==> src/sv/pfa_ram.sv <==
// Generic single-port-write, single-port-read RAM with a registered read.
// No dependencies.
`default_nettype none

module pfa_ram #(
  parameter int WIDTH = 8,
  parameter int DEPTH = 256
) (
  input  wire logic                                    clk,
  input  wire logic                                    we,
  input  wire logic [(DEPTH > 1 ? $clog2(DEPTH) : 1)-1:0] waddr,
  input  wire logic [WIDTH-1:0]                        wdata,
  input  wire logic                                    re,
  input  wire logic [(DEPTH > 1 ? $clog2(DEPTH) : 1)-1:0] raddr,
  output logic      [WIDTH-1:0]                        rdata
);

  logic [WIDTH-1:0] mem [DEPTH];

  always_ff @(posedge clk) begin
    if (we) begin
      mem[waddr] <= wdata;
    end
    if (re) begin
      rdata <= mem[raddr];
    end
  end

endmodule

`default_nettype wire

==> config.mk <==
export PLATFORM = sky130hd
export DESIGN_NAME = pfa_ram
export DESIGN_NICKNAME = d
export VERILOG_FILES = /design/src/sv/pfa_ram.sv
export SDC_FILE = /design/constraint.sdc
export NUM_CORES = 2
export LEC_CHECK = 0
export BUFFER_PORTS_ARGS = -buffer_cell sky130_fd_sc_hd__buf_2
export CORE_MARGIN = 2
export CORE_UTILIZATION = 44
export DETAILED_ROUTE_END_ITERATION = 16
export PLACE_DENSITY = 0.67
export SYNTH_ARGS = -nofsm -noshare
export SYNTH_HDL_FRONTEND = slang
export SYNTH_SLANG_ARGS = --single-unit
==> constraint.sdc <==
create_clock -name clk -period 4.75 [get_ports clk]
set_input_delay 0.95 -clock clk [delete_from_list [all_inputs] [get_ports clk]]
set_output_delay 0.95 -clock clk [all_outputs]
set_load 0.02 [all_outputs]
==> results.py <==
metrics = {
    "synth": {
        "synth_xor_area_frac": 0,
        "yosysTopAreaCell": "edfxtp_1",
        "synth_top_area_frac": 0.775,
        "synth_fa_ha_area_frac": 0,
        "ys_ff_latch": 2056,
        "ys_types": 54,
        "synth-edff-count": 2056,
        "synth_compound_area_frac": 0.0342,
        "syn_area_um2": 79600,
        "yosys-top-cells-count": "2056 x edfxtp_1, 454 x mux4_2, 282 x nor2_1",
        "ys_warn_count": 0,
        "synth_area_per_cell_um2": 21.3,
        "yosysSeqAreaShare": 0.775,
        "synth_area_leaders": "edfxtp_1 78%, mux4_2 13%, mux2i_1 1.7%",
        "synthFlopType": "edfxtp_1",
        "yosysMostFrequentCell": "edfxtp_1",
        "synth_nets": 3760,
        "synth_mux_area_frac": 0.146,
        "syn_inst": 3733,
        "synth_top_family_by_area": "multiplexers",
        "synthSimpleGateAreaFrac": 0.0263,
        "async_flop_share": 0,
    },
    "sta": {
        "whs_ps": 403,
        "worst_pin_slew_ps": 1380,
        "grt_setup_unrepaired": "no",
        "fin_skew_ps": 53.5,
        "relSlewSlack": 0.0812,
        "maxSlewViolCount": 0,
        "final-setup-viol-count": 0,
        "fin_ws_ps": 736,
        "final-hold-violation-count": 0,
        "post-route-min-period_ps": 4010,
        "max_freq_ghz": 0.249,
        "period_share": 0.845,
        "fin_tns_setup_ps": 0,
    },
    "power": {
        "p_per_area_nw_per_um2": 422,
        "peakVddDrop_mv": 0.376,
        "pwr-share-clk": 0.423,
        "power_frac_comb": 0.049,
        "p_sw_mw": 8.08,
        "netSwitchingFraction": 0.213,
        "seqPwrFrac": 0.529,
        "internal-power_mw": 29.8,
        "p_leak_nw": 27.7,
        "power_mw": 37.9,
    },
    "clock_tree": {
        "cts_tree": "built",
        "cts_sinks": 2056,
        "clock_path_buffers": 3,
        "cts_buffers": 195,
        "cts-htree-levels": 4,
        "clk_latency_ps": 860,
        "hold_buffers": 0,
        "cts_resized": 0,
        "clkSlewWorstSetupHoldPaths_ps": 60,
        "clockRootBuffer": "clkbuf_16",
        "post_cts_buffers": 0,
    },
    "worst_hold_path": {
        "min_from": "wdata[5]",
        "min_path_type": "in -> reg",
    },
    "route": {
        "routed.top_layer": "met5",
        "vias": 39200,
        "first_pass_iters": 6,
        "viasPerCell": 6.07,
        "wl_met3_mm": 17.1,
        "wl_met2_mm": 95.0,
        "drt_iter0_drc": 5327,
        "ant_nets": 0,
        "wl_mm": 196,
        "wire_per_inst_um": 30.4,
        "drc_errors": 0,
        "wl_met1_mm": 77.4,
    },
    "critical_path": {
        "path_common_cell": "buf_12",
        "crit_fanout": 57,
        "critPathArrivalTime_ps": 4580,
        "crit_chain": "buf_8, buf_12, buf_12, mux4_2, o22ai_1, o32ai_1, nor3_1, nor4_1",
        "r2r-start": "mem[110][5]",
        "required_ps": 5320,
        "worst-setup-path-type": "in -> reg",
        "start_kind": "input port",
        "endpoint_kind": "flip-flop",
        "worst_path_max_delay_cell": "nor3_1",
        "critical-path-max-stage-delay_ps": 750,
        "critPathLaunch": "raddr[0]",
    },
    "global_route": {
        "grt.total_usage": 0.212,
        "first_global_vias": 39000,
        "grt_start_max_net_pins": 155,
        "grt_overflow": 0,
        "grt_pass1_wl_mm": 283,
        "antenna_found_initial": 15,
    },
    "die": {
        "die_area_um2": 184000,
        "rows": 156,
        "ios": 35,
        "die_w_um": 429,
        "core-area_um2": 180000,
        "die_h_um": 429,
        "start_util": 0.442,
    },
    "cells_and_area": {
        "design_area_um2": 89900,
        "syn_to_final_growth_pct": 12.9,
        "layout-drive-gt1-share": 0.243,
        "fin_nets": 3949,
    },
    "flow_run": {
        "drv_cap": 0,
    },
    "placement": {
        "portBuffers": 34,
        "placed_area_um2": 83200,
        "place.detailed.hpwl_mm": 123,
        "pre_cts_slack_ps": 23.7,
        "gp_congestion": 0.870,
    },
    "outcome": {
        "outcome": "complete, no violations",
    },
}
-- layout by cell type (no fill, tap or decap), drive strengths merged, types with 2 or more instances in the layout --
cell type and count:
a2111oi 5, a211oi 16, a21oi 96, a221oi 14
a22o 8, a22oi 133, a311oi 2, a31oi 2
and2 6, and3b 2, buf 221, bufinv 28
clkbuf 235, clkinv 88, clkinvlp 6, diode 3
edfxtp 2056, inv 10, mux2i 134, mux4 456
nand2 33, nand2b 8, nand3 34, nand3b 2
nand4 10, nor2 282, nor2b 31, nor3 22
nor4 27, o211ai 10, o21ai 12, o221ai 47
o22a 5, o22ai 28, o32ai 5, or2 4
-- area by class of cell --
class,count,area (um2)
clock inverters,130,1580
well taps,2370,2970
flip-flops and latches,2056,61700
repair buffers,225,2030
inverters,2,7.51
multi-input cells,1442,16500
fillers,14300,90500
diodes,3,7.51
clock buffers,231,5040
-- sequential cells by signal, indices dropped and copies added (netlist names) --
signal	cells
rdata	8
mem	2048
-- kinds of logic after synthesis --
family,Yosys count
flops,2056
buf+inv,235
mux,591
compound gates,385
simple gates,466
-- power groups by stage --
stage | registers [mW] | clock network, mW | logic [mW]
after CTS | 20.0 | 16.2 | 1.84
after global placement | 20.4 | 0 | 1.81
after global routing | 20.0 | 16.9 | 1.93
after detailed placement | 20.4 | 0 | 1.84
after floorplan | 20.4 | 0 | 0.972
final | 20.0 | 16.0 | 1.84
-- metrics by stage --
stage	instances	utilization
after floorplan	3733	-
after global placement	6094	0.462
after global routing	6459	0.498
after CTS	6455	0.498
final	6459	0.498
after detailed placement	6094	0.462
-- path summary, 6_finish.rpt --
path	to	cells past startpoint	slack [ps]
max	rdata[5]	8	740
min	mem[98][5]	1	400
max reg2reg	rdata[5]	6	1750
min reg2reg	rdata[5]	6	1050
-- critical path, delay by kind of cell --
kind | cells | cell delay [ps]
and+or+nand+nor | 2 | 910
buffers and inverters | 3 | 1100
AOI/OAI and AO/OA | 2 | 910
muxes | 1 | 570
-- per-layer routing --
layer / GRT usage / up-vias
li1: - / 16100
met1: 0.296 / 20800
met5: 0 / -
met4: 0.0721 / 4
met2: 0.338 / 1921
met3: 0.0410 / 356
No activity file was read; power rests on OpenSTA's default activity.
